==> src/hdl/cdq_slot_mem.sv <==
// Slot store of the circular deque: one write port and two registered read
// ports. It depends on nothing else.
module cdq_slot_mem #(
  parameter int unsigned DEPTH      = 128,
  parameter int unsigned DATA_WIDTH = 32,
  localparam int unsigned IW        = $clog2(DEPTH)
) (
  input  logic                  clk_i,
  input  logic                  we_i,
  input  logic [IW-1:0]         waddr_i,
  input  logic [DATA_WIDTH-1:0] wdata_i,
  input  logic [IW-1:0]         raddr_a_i,
  input  logic [IW-1:0]         raddr_b_i,
  output logic [DATA_WIDTH-1:0] rdata_a_o,
  output logic [DATA_WIDTH-1:0] rdata_b_o
);

  logic [DATA_WIDTH-1:0] mem_q [DEPTH];
  logic [DATA_WIDTH-1:0] rdata_a_q;
  logic [DATA_WIDTH-1:0] rdata_b_q;

  always_ff @(posedge clk_i) begin
    if (we_i) begin
      mem_q[waddr_i] <= wdata_i;
    end
    rdata_a_q <= mem_q[raddr_a_i];
    rdata_b_q <= mem_q[raddr_b_i];
  end

  assign rdata_a_o = rdata_a_q;
  assign rdata_b_o = rdata_b_q;

endmodule

==> config.mk <==
export PLATFORM = sky130hd
export DESIGN_NAME = cdq_slot_mem
export DESIGN_NICKNAME = d
export VERILOG_FILES = /design/src/hdl/cdq_slot_mem.sv
export SDC_FILE = /design/constraint.sdc
export NUM_CORES = 2
export LEC_CHECK = 0
export ABC_AREA = 0
export BUFFER_PORTS_ARGS = -buffer_cell sky130_fd_sc_hd__buf_2
export CORE_MARGIN = 2
export CORE_UTILIZATION = 55
export CTS_BUF_LIST = sky130_fd_sc_hd__clkbuf_4
export CTS_CLUSTER_DIAMETER = 50
export DETAILED_ROUTE_END_ITERATION = 12
export GPL_ROUTABILITY_DRIVEN = 0
export HOLD_SLACK_MARGIN = 0.06
export PLACE_DENSITY = 0.71
export SKIP_LAST_GASP = 1
export SLEW_MARGIN = 0
export SYNTH_ARGS = -nofsm -noshare
export SYNTH_HDL_FRONTEND = slang
export SYNTH_SLANG_ARGS = --single-unit
==> constraint.sdc <==
create_clock -name clk_i -period 5.25 [get_ports clk_i]
set_input_delay 1.05 -clock clk_i [delete_from_list [all_inputs] [get_ports clk_i]]
set_output_delay 1.05 -clock clk_i [all_outputs]
set_load 0.1 [all_outputs]
# Yosys cells after proc, flatten, opt, wreduce, memory -nomap -nowiden

Memory sizes are Yosys's and may differ from the RTL's. A register that Yosys moved wholly into a read port is not among the register bits.
Cells that the tools add are included.

Output and inout bits: 64
RAM bits: 4,096
Bits in registers: 0
Bits of input ports: 55
Logic and storage cells: 3
Memories kept: 1

Memory list:

| name  | words | width | read ports | clocked after Yosys merged registers in | write ports | RTL line | text |
|---|---|---|---|---|---|---|---|
| mem_q | 128   | 32    | 2          | 2                                       | 1           | 18       | `logic [DATA_WIDTH-1:0] mem_q [DEPTH];` |

Multiplexer cells: 2

Operators with widths:

| operator | number |
|---|---|
| $mux W1  | 2 |

# Depth between registers and ports, before layout

Depth in word-level cells: 2
Mapped depth: 8
Mapped depth without buffers: 4

# Worst setup path after synthesis

Ideal clock, no wire load.

Path type: input-to-reg
Start point: input port we_i
End point: memory mem_q[98][0] (enable)
Data required time: 4,789 ps
Cell stages on the path: 3
Library setup time: 461 ps
Buffers on the path: 1
Path slack: 961 ps
Arrival time: 3,828 ps
Path through: clkbuf_1 > nand4_1 > nor3_1

Longest elaborated chain between the ends: 2

Ends and longest elaborated chain:

| item                          | RTL line | text |
|---|---|---|
| start: declaration            | 9        | `input logic we_i,` |
| $mux W1                       | 23       | `if (we_i) begin` |
| $mux W1 (not written as such) | 24       | `mem_q[waddr_i] <= wdata_i;` |
| end: declaration              | 18       |  |

Every way passes these cells.

# Final worst setup path

Start point: register rdata_a_q[6] (netlist: rdata_a_o[6]), read port of mem_q
End point: output port rdata_a_o[6]

RTL lines:

| item               | RTL line | text |
|---|---|---|
| start: declaration | 19       | `logic [DATA_WIDTH-1:0] rdata_a_q;` |
| end: declaration   | 14       | `output logic [DATA_WIDTH-1:0] rdata_a_o,` |

No word-level cell between the ends.

==> impl_metrics.toml <==
[synth]
yosysWarnings = 0
ys_seq_area_share_pct = 65.8
synthArstFlopShare_pct = 0
synth_area_leaders = "edfxtp_1 65%, mux4_2 32%, clkbuf_1 0.73%"
syn_area_per_cell_um2 = 24.5
syn-cell-area_um2 = 189000
synth_cell_types = 17
postSynthCellCount = 7701
syn-num-nets = 7756
synth_top_area_cell = "edfxtp_1"
yosysMostFrequentCell = "edfxtp_1"
ys_ff_latch = 4160
synth_ff_type = "edfxtp_1"
synth_top_area_share_pct = 65.2
synth_edf_count = 4096
synth_commonest_cells = "4096 x edfxtp_1, 2688 x mux4_2, 365 x clkbuf_1"

[power_and_ir_drop]
ir_drop_mv = 0.261
leakage_nw = 66.5
finalPower_mw = 71.0
power_density_nw_per_um2 = 333

[route]
ant_nets = 0
viasPerCell = 7.20
wl_per_cell_um = 39.3
drcViolationCount = 0
vias = 103000
drt_iter0_drc = 15100
drt_first_pass_iters = 7
routed_wl_mm = 559

[worst_setup_path]
worstPathRequired_ns = 4.20
slowest_delay_ns = 1.04
worst-path-buf-inv = 1
end_kind = "output pin"
cp_slowest_cell = "dfxtp_1"
arrival_ns = 3.28
path_cells = "buf_2"
cp_top_family = "flip-flops"
criticalPathCategory = "reg -> out"
setup.worst_path.start_class = "register"
worstPathMaxFanout = 15

[floorplan]
start_util_pct = 55.2
rows = 215
io_pins = 119
dieArea_um2 = 348000
die_height_um = 590
core-area_um2 = 342000
die_x_um = 590

[cts]
tritoncts.num_buffers = 1123
cts_buffer_depth = 5
clkTransAtPathRegs_ns = 0.07
worstSkewPairLatency_ns = 1.68
cts_sinks = 4160
h-tree-depth = 7
cts_setup_buffers = 0
tritoncts = "built"
cts_root_buffer = "clkbuf_4"

[global_routing]
grt.total_usage_pct = 32.7
grt_pass1_vias = 107000
grt_pass1_wl_mm = 783
grt-ovfl-total = 0
grt_antenna_before_repair = 71
grt_max_degree = 104

[timing]
layout_min_cycle_time_ns = 4.33
grt_setup_unrepaired = "false"
setup_slack_ns = 0.919
tightest_slew_ns = 1.41
relSlewSlack_pct = 6.27
period_share_pct = 82.5
hold_violations = 0
fin_tns_setup_ns = 0
drv_slew = 0
fin_worst_skew_ns = 0.103
fmax_ghz = 0.231
setup_viol = 0

[outcome]
outcome = "complete, no violations"

[layout]
area_growth_pct = 12.9
fin_nets = 8911
drive_gt1_share_pct = 53.6

[placement]
dpl.hpwl_mm = 335
portBuffers = 118
pre_cts_ws_ns = 0.734

[run]
maxCapViolCount = 0

[min_path]
worstHoldPathType = "in -> reg"
final cells by class:
class	count	area, um^2
Clock inverter	260	1400
Clock buffer	1551	11600
Fill cell	23000	129000
Tap cell	4557	5700
Timing Repair Buffer	649	6800
Sequential cell	4160	124000
Antenna cell	130	325
Multi-Input combinational cell	2922	62900
layout by cell type, fill, tap and decap left out, types with 2 or more instances in the layout:
| master | n |
|---|---|
| buf_12 | 157 |
| buf_2 | 73 |
| buf_4 | 372 |
| buf_6 | 2 |
| buf_8 | 6 |
| bufinv_16 | 14 |
| clkbuf_4 | 1551 |
| clkinv_1 | 184 |
| clkinv_2 | 40 |
| dfxtp_1 | 64 |
| diode_2 | 130 |
| dlygate4sd3_1 | 39 |
| edfxtp_1 | 4096 |
| inv_2 | 20 |
| mux2_2 | 64 |
| mux4_2 | 2688 |
| nand2_1 | 14 |
| nand2b_1 | 2 |
| nand3_1 | 12 |
| nand4_1 | 3 |
| nor2_1 | 3 |
| nor2_4 | 119 |
| nor2b_1 | 7 |
| nor3_2 | 9 |
worst reg2reg max path: cells and delay by family, from the launching register on:
| kind | cells | cell delay, ns |
|---|---|---|
| flops | 1 | 0.40 |
| mux | 4 | 2.05 |
metal layers:
| layer | global-route usage, % | wire length [um] |
|---|---|---|
| met5 | 0 | 149 |
| met4 | 15.7 | 24000 |
| met3 | 10.6 | 74600 |
| met2 | 50.8 | 272000 |
| met1 | 42.5 | 188000 |
sequential cells by signal, summed over array words and instances, names as in the netlist:
signal,count
mem_q,4096
rdata_a_o,32
rdata_b_o,32
cell families (layout without fill, tap and decap cells):
| kind of cell | after synthesis | after routing | share of synthesized area (%) |
|---|---|---|---|
| buf+inv | 619 | 2460 | 1.34 |
| simple gates | 170 | 170 | 0.369 |
| flops | 4160 | 4160 | 65.8 |
| mux | 2752 | 2752 | 32.5 |
| other cells | 0 | 130 | 0 |
where the power goes:
part           switching, mW  internal [mW]  leakage [nW]
clock                   13.1           14.2          7.87
sequential             0.342           36.7          37.4
combinational           3.94           2.72          21.3
total                   17.4           53.6          66.5
path summary, 6_finish.rpt:
| path | from | end | slack, ns | depth (start not counted) |
|---|---|---|---|---|
| setup / recovery | rdata_a_o[6] | rdata_a_o[6] | 0.92 | 1 |
| hold / removal | waddr_i[0] | mem_q[82][17] | 0.30 | 3 |
| setup reg to reg | mem_q[103][10] | rdata_a_o[10] | 2.62 | 4 |
| hold reg to reg | mem_q[31][0] | rdata_a_o[0] | 1.12 | 4 |
repair_timing:
item                                    CTS  global route
gates resized for setup                   0             0
hold buffers                             39             0
endpoints found under the hold margin  2176             0
through the flow:
step / area [um^2] / util, % / std cells / hold slack [ns]
after global routing: 213000 / 62.3 / 14200 / 0.184
after global placement: 199000 / 58.2 / 12200 / 1.12
after CTS: 213000 / 62.2 / 14100 / 0.0793
after floorplan: 189000 / - / 7701 / 1.09
after detailed placement: 199000 / 58.2 / 12200 / 1.15
final: 213000 / 62.3 / 14200 / 0.296
Note: power is estimated with default switching activity, not from simulation.
