===== src/hdl/cdq_pkg.sv =====
// Package for the circular deque: opcodes, status codes, controller states
// and default sizes. It depends on nothing else.
package cdq_pkg;

  localparam int unsigned DepthDefault     = 128;
  localparam int unsigned DataWidthDefault = 32;
  localparam int unsigned CapWidth         = 8;
  localparam int unsigned CapResetMax      = 128;

  typedef enum logic [2:0] {
    OP_INS_FRONT = 3'd0,
    OP_INS_REAR  = 3'd1,
    OP_DEL_FRONT = 3'd2,
    OP_DEL_REAR  = 3'd3,
    OP_QUERY     = 3'd4
  } op_e;

  typedef enum logic [1:0] {
    ST_OK        = 2'd0,
    ST_OVERFLOW  = 2'd1,
    ST_UNDERFLOW = 2'd2
  } status_e;

  typedef enum logic [1:0] {
    S_IDLE,
    S_READ,
    S_RESP
  } ctrl_state_e;

endpackage


===== src/hdl/cdq_ctrl.sv =====
// Controller of the circular deque: indices, capacity, sequencing of each
// item and the output register. It uses cdq_pkg and drives cdq_slot_mem.
module cdq_ctrl
  import cdq_pkg::*;
#(
  parameter int unsigned DEPTH      = DepthDefault,
  parameter int unsigned DATA_WIDTH = DataWidthDefault,
  localparam int unsigned IW        = $clog2(DEPTH),
  localparam int unsigned CW        = $clog2(DEPTH + 1)
) (
  input  logic                  clk_i,
  input  logic                  rst_ni,
  input  logic                  in_valid_i,
  output logic                  in_stall_o,
  input  logic [2:0]            opcode_i,
  input  logic [DATA_WIDTH-1:0] value_i,
  output logic                  out_valid_o,
  input  logic                  out_stall_i,
  output logic [1:0]            status_o,
  output logic [DATA_WIDTH-1:0] front_value_o,
  output logic [DATA_WIDTH-1:0] rear_value_o,
  output logic                  is_empty_o,
  output logic                  is_full_o,
  input  logic                  cfg_valid_i,
  output logic                  cfg_ready_o,
  input  logic [CapWidth-1:0]   capacity_in_use_i,
  output logic                  mem_we_o,
  output logic [IW-1:0]         mem_waddr_o,
  output logic [DATA_WIDTH-1:0] mem_wdata_o,
  output logic [IW-1:0]         mem_raddr_a_o,
  output logic [IW-1:0]         mem_raddr_b_o,
  input  logic [DATA_WIDTH-1:0] mem_rdata_a_i,
  input  logic [DATA_WIDTH-1:0] mem_rdata_b_i
);

  localparam int unsigned CapReset = (DEPTH < CapResetMax) ? DEPTH : CapResetMax;

  ctrl_state_e           state_q, state_d;
  logic [IW-1:0]         front_q, front_d;
  logic [IW-1:0]         rear_q, rear_d;
  logic                  empty_q, empty_d;
  logic [CW-1:0]         cap_q, cap_d;
  status_e               status_q, status_d;
  logic                  out_valid_q, out_valid_d;
  logic [1:0]            out_status_q;
  logic [DATA_WIDTH-1:0] out_front_q;
  logic [DATA_WIDTH-1:0] out_rear_q;
  logic                  out_empty_q;
  logic                  out_full_q;
  logic                  load_out;
  logic                  in_fire;
  logic                  cfg_fire;
  logic                  full;
  logic [IW-1:0]         front_up;
  logic [IW-1:0]         front_down;
  logic [IW-1:0]         rear_up;
  logic [IW-1:0]         rear_down;

  function automatic logic [IW-1:0] step_up(logic [IW-1:0] idx, logic [CW-1:0] cap);
    logic [CW:0] nxt;
    nxt = {1'b0, CW'(idx)} + (CW+1)'(1);
    return (nxt >= {1'b0, cap}) ? '0 : IW'(nxt);
  endfunction

  function automatic logic [IW-1:0] step_down(logic [IW-1:0] idx, logic [CW-1:0] cap);
    return (idx == '0) ? IW'(cap - CW'(1)) : IW'(idx - IW'(1));
  endfunction

  assign front_up   = step_up(front_q, cap_q);
  assign front_down = step_down(front_q, cap_q);
  assign rear_up    = step_up(rear_q, cap_q);
  assign rear_down  = step_down(rear_q, cap_q);
  assign full       = !empty_q && (front_up == rear_q);

  assign in_stall_o  = (state_q != S_IDLE);
  assign cfg_ready_o = (state_q == S_IDLE);
  assign in_fire     = in_valid_i && (state_q == S_IDLE);
  assign cfg_fire    = cfg_valid_i && cfg_ready_o;

  assign mem_wdata_o   = value_i;
  assign mem_raddr_a_o = front_q;
  assign mem_raddr_b_o = rear_q;

  always_comb begin
    state_d     = state_q;
    front_d     = front_q;
    rear_d      = rear_q;
    empty_d     = empty_q;
    cap_d       = cap_q;
    status_d    = status_q;
    mem_we_o    = 1'b0;
    mem_waddr_o = '0;
    load_out    = 1'b0;

    unique case (state_q)
      S_IDLE: begin
        if (in_fire) begin
          state_d  = S_READ;
          status_d = ST_OK;
          case (op_e'(opcode_i)) inside
            OP_INS_FRONT, OP_INS_REAR: begin
              if (full) begin
                status_d = ST_OVERFLOW;
              end else if (empty_q) begin
                front_d     = '0;
                rear_d      = '0;
                empty_d     = 1'b0;
                mem_we_o    = 1'b1;
                mem_waddr_o = '0;
              end else if (op_e'(opcode_i) == OP_INS_FRONT) begin
                front_d     = front_up;
                mem_we_o    = 1'b1;
                mem_waddr_o = front_up;
              end else begin
                rear_d      = rear_down;
                mem_we_o    = 1'b1;
                mem_waddr_o = rear_down;
              end
            end
            OP_DEL_FRONT, OP_DEL_REAR: begin
              if (empty_q) begin
                status_d = ST_UNDERFLOW;
              end else if (front_q == rear_q) begin
                front_d = '0;
                rear_d  = '0;
                empty_d = 1'b1;
              end else if (op_e'(opcode_i) == OP_DEL_FRONT) begin
                front_d = front_down;
              end else begin
                rear_d = rear_up;
              end
            end
            default: begin
            end
          endcase
        end
        if (cfg_fire) begin
          if (capacity_in_use_i == '0) begin
            cap_d = CW'(1);
          end else if (32'(capacity_in_use_i) > DEPTH) begin
            cap_d = CW'(DEPTH);
          end else begin
            cap_d = CW'(capacity_in_use_i);
          end
          front_d = '0;
          rear_d  = '0;
          empty_d = 1'b1;
        end
      end
      S_READ: begin
        state_d = S_RESP;
      end
      S_RESP: begin
        if (!out_valid_q || !out_stall_i) begin
          load_out = 1'b1;
          state_d  = S_IDLE;
        end
      end
      default: begin
        state_d = S_IDLE;
      end
    endcase

    if (load_out) begin
      out_valid_d = 1'b1;
    end else if (!out_stall_i) begin
      out_valid_d = 1'b0;
    end else begin
      out_valid_d = out_valid_q;
    end
  end

  always_ff @(posedge clk_i or negedge rst_ni) begin
    if (!rst_ni) begin
      state_q     <= S_IDLE;
      front_q     <= '0;
      rear_q      <= '0;
      empty_q     <= 1'b1;
      cap_q       <= CW'(CapReset);
      status_q    <= ST_OK;
      out_valid_q <= 1'b0;
    end else begin
      state_q     <= state_d;
      front_q     <= front_d;
      rear_q      <= rear_d;
      empty_q     <= empty_d;
      cap_q       <= cap_d;
      status_q    <= status_d;
      out_valid_q <= out_valid_d;
    end
  end

  always_ff @(posedge clk_i) begin
    if (load_out) begin
      out_status_q <= status_q;
      out_front_q  <= empty_q ? '1 : mem_rdata_a_i;
      out_rear_q   <= empty_q ? '1 : mem_rdata_b_i;
      out_empty_q  <= empty_q;
      out_full_q   <= full;
    end
  end

  assign out_valid_o   = out_valid_q;
  assign status_o      = out_status_q;
  assign front_value_o = out_front_q;
  assign rear_value_o  = out_rear_q;
  assign is_empty_o    = out_empty_q;
  assign is_full_o     = out_full_q;

endmodule


===== config.mk =====
export PLATFORM = sky130hd
export DESIGN_NAME = cdq_ctrl
export DESIGN_NICKNAME = d
export VERILOG_FILES = /design/src/hdl/cdq_pkg.sv /design/src/hdl/cdq_ctrl.sv
export SDC_FILE = /design/constraint.sdc
export NUM_CORES = 1
export LEC_CHECK = 0
export BUFFER_PORTS_ARGS = -buffer_cell sky130_fd_sc_hd__buf_4
export CORE_MARGIN = 3
export CORE_UTILIZATION = 49
export CTS_CLUSTER_SIZE = 8
export DETAILED_ROUTE_END_ITERATION = 6
export GPL_ROUTABILITY_DRIVEN = 0
export MAX_ROUTING_LAYER = met4
export PLACE_DENSITY = 0.82
export SLEW_MARGIN = 40
export SYNTH_ARGS = -nofsm -noshare
export SYNTH_HDL_FRONTEND = slang
export SYNTH_SLANG_ARGS = --single-unit

===== constraint.sdc =====
create_clock -name clk_i -period 5.4 [get_ports clk_i]
set_input_delay 1.08 -clock clk_i [delete_from_list [all_inputs] [get_ports clk_i]]
set_output_delay 1.08 -clock clk_i [all_outputs]
set_load 0.1 [all_outputs]

# Word level (Yosys, flattened, before mapping)
# Cells that the tools add are included.
[word_totals]
n_memories = 0
in_bits = 112
rom_bits = 0
output_inout_bits = 125
register_bits = 96
mem_bits_rw = 0
latchBits = 0
[classes]
n_eq_ne = 15
n_bitwise = 0
addsub = 5
n_mul = 0
reduce_logical = 24
n_shift = 0
n_lt_le_gt_ge = 3
mux = 54
div = 0
[ops]
columns = ["cell", "count"]
rows = [
  ["2-to-1 mux 7 bit", 30],
  ["subtractor 7 x 1 -> 7 bit, second input constant", 3],
  ["adder 7 x 1 -> 8 bit, second input constant", 2],
  ["greater-or-equal comparator 8 bit", 2],
  ["2-to-1 mux 1 bit", 16],
  ["2-to-1 mux 8 bit", 2],
  ["equality test 7 bit", 2],
  ["zero test 7 bit", 2],
  ["AND reduction 7 bit", 2],
  ["2-to-1 mux 2 bit", 5],
  ["> comparator 8 bit, second input constant", 1],
  ["zero test 8 bit", 1],
  ["!= test 4 bit, second input constant", 2],
  ["equality test 3 x 2 -> 1 bit, second input constant", 2],
  ["case mux 2 bit (3 select lines)", 1],
  ["AND reduction 2 bit", 3],
  ["!= test 2 x 1 -> 1 bit, second input constant", 2],
  ["!= test 4 x 2 -> 1 bit, second input constant", 1],
  ["AND reduction 4 bit", 1],
  ["nonzero test 2 bit", 2],
  ["nonzero test 4 bit", 1],
  ["OR reduction 2 bit", 2],
  ["equality test 3 x 1 -> 1 bit, second input constant", 1],
  ["logical AND 1 bit", 3],
  ["other kinds (10)", 12],
]

# Longest topological paths before layout
[depth]
depth_word = 10
mapped_depth = 16
ltp_nobuf = 14

# Worst setup path before layout
# No wires, ideal clock.
[synth_path]
path_kind = "reg-to-output"
startpoint = "register front_q[1], in the netlist mem_raddr_a_o[1]"
endpoint = "output port mem_waddr_o[1]"
arrival_time_ps = 5176
required_time_ps = 4320
n_path_buf = 2
path_slack_ps = -856
stages_incl_launch_ff = 15
path_cell_list = "dfrtp_1 ha_1 and3_4 buf_6 and3_4 xor2_2 ha_1 and3_1 a21oi_1 a211oi_1 a211o_1 and3_4 or3_4 buf_6 nor2_1"
[synth_between]
elab_chain_cells = 9
elab_cells_between_ends = 11
cone_classes = "1 x add/sub; 1 x order compare; 1 x eq/ne; 7 x mux; 1 x reduce/logical"
[synth_rtl]
columns = ["item", "line_no", "source"]
rows = [
  ["start, declared", "cdq_ctrl.sv:39", "logic [IW-1:0] front_q, front_d;"],
  ["start signal, assigned", "cdq_ctrl.sv:184", "front_q <= front_d;"],
  ["adder 7 x 1 -> 8 bit *", "cdq_ctrl.sv:61", "nxt = {1'b0, CW'(idx)} + (CW+1)'(1);"],
  ["greater-or-equal comparator 8 bit", "cdq_ctrl.sv:62", "return (nxt >= {1'b0, cap}) ? '0 : IW'(nxt);"],
  ["2-to-1 mux 7 bit *", "cdq_ctrl.sv:62", ""],
  ["equality test 7 bit *", "cdq_ctrl.sv:73", "assign full = !empty_q && (front_up == rear_q);"],
  ["logical AND 1 bit *", "cdq_ctrl.sv:73", ""],
  ["via full", "cdq_ctrl.sv:53", "logic full;"],
  ["2-to-1 mux 7 bit *", "cdq_ctrl.sv:102", "if (full) begin"],
  ["2-to-1 mux 7 bit *", "cdq_ctrl.sv:100", "case (op_e'(opcode_i)) inside"],
  ["2-to-1 mux 7 bit *", "cdq_ctrl.sv:97", "if (in_fire) begin"],
  ["2-to-1 mux 7 bit *", "cdq_ctrl.sv:95", "unique case (state_q)"],
  ["end, declared", "cdq_ctrl.sv:28", "output logic [IW-1:0] mem_waddr_o,"],
]
# The timed path passes the listed nets; every way through them passes the cells marked *.

# Final worst setup path
[layout_path]
startpoint = "register front_q[0], in the netlist mem_raddr_a_o[0]"
endpoint = "output port mem_waddr_o[0]"
# Same word-level chain as after synthesis.

==> impl_metrics.yaml <==
route:
  routed-wl-met2_mm: 7.41
  wl_met3_mm: 1.57
  wl_met1_mm: 6.04
  drtIter0Drc: 560
  ant_nets: 0
  top_layer: "met4"
  routed_wl_mm: 15.8
  vias_per_cell: 5.75
  vias: 4655
  wl_per_cell_microns: 19.6
  dr.pass1.iters: 5
  post-route-drc-count: 0
floorplanning:
  die_x_microns: 113
  core-area_sq_um: 11000
  rows: 38
  num_io_pins: 237
  die_h_microns: 113
  die_area_sq_um: 12800
  start_util_pct: 50.8
clock_tree:
  cts_inserted_buffers: 9
  clock_path_buffers: 2
  clk_pin_slew_worst_paths_ps: 70
  cts.sinks: 96
  worst_skew_pair.late_latency_ps: 330
  h-tree-depth: 3
  cts_root_buf: "clkbuf_16"
  cts_tree: "done"
  hold_buffers: 0
logic_synthesis:
  synth_top_area_cell: "edfxtp_1"
  synth_area_leaders: "edfxtp_1 36%, dfrtp_1 12%, or2_2 7.5%, ha_1 4.9%, buf_4 4.4%"
  async_flop_share_pct: 29.2
  syn_nets: 670
  yosysSeqAreaShare_pct: 49.0
  syn_avg_cell_area_sq_um: 10.5
  yosysMostFrequentCell: "edfxtp_1"
  syn_inst: 536
  syn_area_sq_um: 5610
  synth_common_cells: "68 x edfxtp_1, 67 x or2_2, 42 x nand2_1"
  synth_top_area_share_pct: 36.4
  ys_ff_latch: 96
  synth_edf_count: 68
  synth_ff_type: "edfxtp_1"
  ys_warn_count: 0
  netlist-cell-type-count: 59
worst_setup_path:
  worstRegToRegCells: 12
  start_kind: "flip-flop"
  cp_max_fo: 12
  worstReg2RegEnd: "mem_raddr_a_o[3]"
  r2r_start: "mem_raddr_a_o[0]"
  cp_data_required_time_ps: 4320
  r2r_setup_slack_ps: 1650
  endpoint_kind: "primary output"
  cp_data_arrival_time_ps: 4130
  critical_path_class: "flip-flop to primary output"
power_and_ir_drop:
  pwr-share-seq_pct: 26.7
  p_sw_share_pct: 50.9
  comb_power_share_pct: 57.7
  power.switching_mw: 2.15
  p_int_mw: 2.07
  p_leak_nw: 2.95
  ir_worst_vdd_mv: 0.331
  pwr_density_cell_nw_per_um2: 593
  clockPowerShare_pct: 15.6
hold_path:
  whs_endpoint: "status_o[1]"
  hp-start: "status_q[1]"
  hold_class: "flip-flop to flip-flop"
  hold_depth: 0
job:
  max-cap-violations: 0
timing:
  setup_viol: 0
  slew_headroom_pct: 47.7
  fmax_ghz: 0.192
  timing_hold_violations_final: 0
  slew_violations: 0
  skew_ps: 3.71
  period_share_pct: 96.5
  fin_tns_setup_ps: 0
  post-route-min-period_ps: 5210
  worst_pin_slew_ps: 785
global_routing:
  grt_usage_pct: 24.7
  grt_overflow: 0
  antenna_found_initial: 0
  grt_pass1_vias: 4632
  grt_max_degree: 76
  grt_pass1_wl_mm: 24.3
place:
  dp_hpwl_mm: 11.6
  placed_cell_area_sq_um: 6760
  dpl.cell_count: 792
  io_buffers: 172
cells_and_area:
  final_cells: 809
  areaGrowthSynthToFinish_pct: 26.8
  utilization_pct: 64.4
  drive_above_1_share_pct: 42.6
  fin_area_sq_um: 7110
  nets: 798
  n_antenna_cell: 0
status:
  status: "completed"
worst max-delay path by stage:
stage	startpoint	to	slack, ps
3_5_place_dp	mem_raddr_a_o[0]	mem_waddr_o[0]	370
6_report	mem_raddr_a_o[0]	mem_waddr_o[0]	190
3_3_place_gp	mem_raddr_a_o[0]	mem_waddr_o[0]	520
2_1_floorplan	mem_raddr_a_o[1]	mem_waddr_o[1]	-80
5_1_grt	mem_raddr_a_o[0]	mem_waddr_o[0]	-20
4_1_cts	mem_raddr_a_o[0]	mem_waddr_o[0]	80
registers in the layout, summed over array words and instances, names as in the netlist, 2 cells and up:
register       count
cap_q              8
front_value_o     32
state_q            2
mem_raddr_b_o      7
status_q           2
mem_raddr_a_o      7
status_o           2
rear_value_o      32
cell families (layout without fill, tap and decap cells):
family	Yosys count	in the layout	synth area share [%]
compound gates	86	86	10.2
xor+xnor	32	32	5.51
fa+ha+maj	22	22	4.91
buf+inv	85	218	8.44
flops	96	96	49.0
mux	8	8	1.43
simple gates	207	207	20.6
stage by stage:
stage | setup WS [ps] | hold WS (ps) | total power, mW
floorplan | -79.5 | 425 | 3.08
global placement | 519 | 432 | 3.43
detailed placement | 368 | 446 | 3.50
CTS | 82.9 | 462 | 4.16
global route | -15.1 | 461 | 4.44
finish | 190 | 455 | 4.22
worst max-delay path: stages (launching register included):
cell and delay [ps]:
dfrtp_2 500, ha_1 250, and3_4 240, and3_4 220
xor2_2 220, ha_1 280, and3_2 230, a21oi_4 250
a211oi_1 130, a211o_1 330, and3_4 190, or3_4 460
clkinv_2 90, o211a_4 160, buf_6 220
placed cells by master, fill, tap and decap left out, types with 5 or more instances in the layout:
master	n
dfrtp_2	5
xor2_1	12
nor3_1	7
nand2b_1	8
a21o_1	5
mux2i_1	8
nand3_1	10
inv_1	26
buf_4	173
or3_1	8
o21ai_0	25
ha_1	22
nor2_1	20
a21oi_1	12
xnor2_1	17
o211a_1	6
nand2_1	42
or2_2	67
dfrtp_1	21
nor2_2	6
nand3b_1	8
edfxtp_1	68
clkbuf_16	9
and3_1	5
layer usage:
layer | vias to the layer above | global-route usage, %
met1 | 2152 | 29.9
met2 | 315 | 40.4
met3 | 85 | 5.51
met4 | 0 | 9.94
li1 | 2103 | -
met5 | - | -
power by group through the flow:
stage                     combinational [mW]  sequential (mW)  clock, mW
final                                   2.43             1.13      0.659
after global routing                    2.61             1.14      0.692
after CTS                               2.38             1.12      0.662
after detailed placement                2.36             1.13          0
after global placement                  2.31             1.12          0
after floorplan                         1.38             1.70          0
final cells by class:
type                       instances  area (sq um)
clock buffer                       9           225
clock inverter                     7          78.8
fill                             882          3920
inverter                          27           103
multi-input combinational        355          2450
sequential                        96          2750
tap                              140           175
timing repair buffer             175          1330
what timing repair did:
item / CTS / global route
endpoints found under the setup margin: 1 / 8
resized for setup: 1 / 5
setup buffers: 0 / 0
No activity file was read; power rests on OpenSTA's default activity.
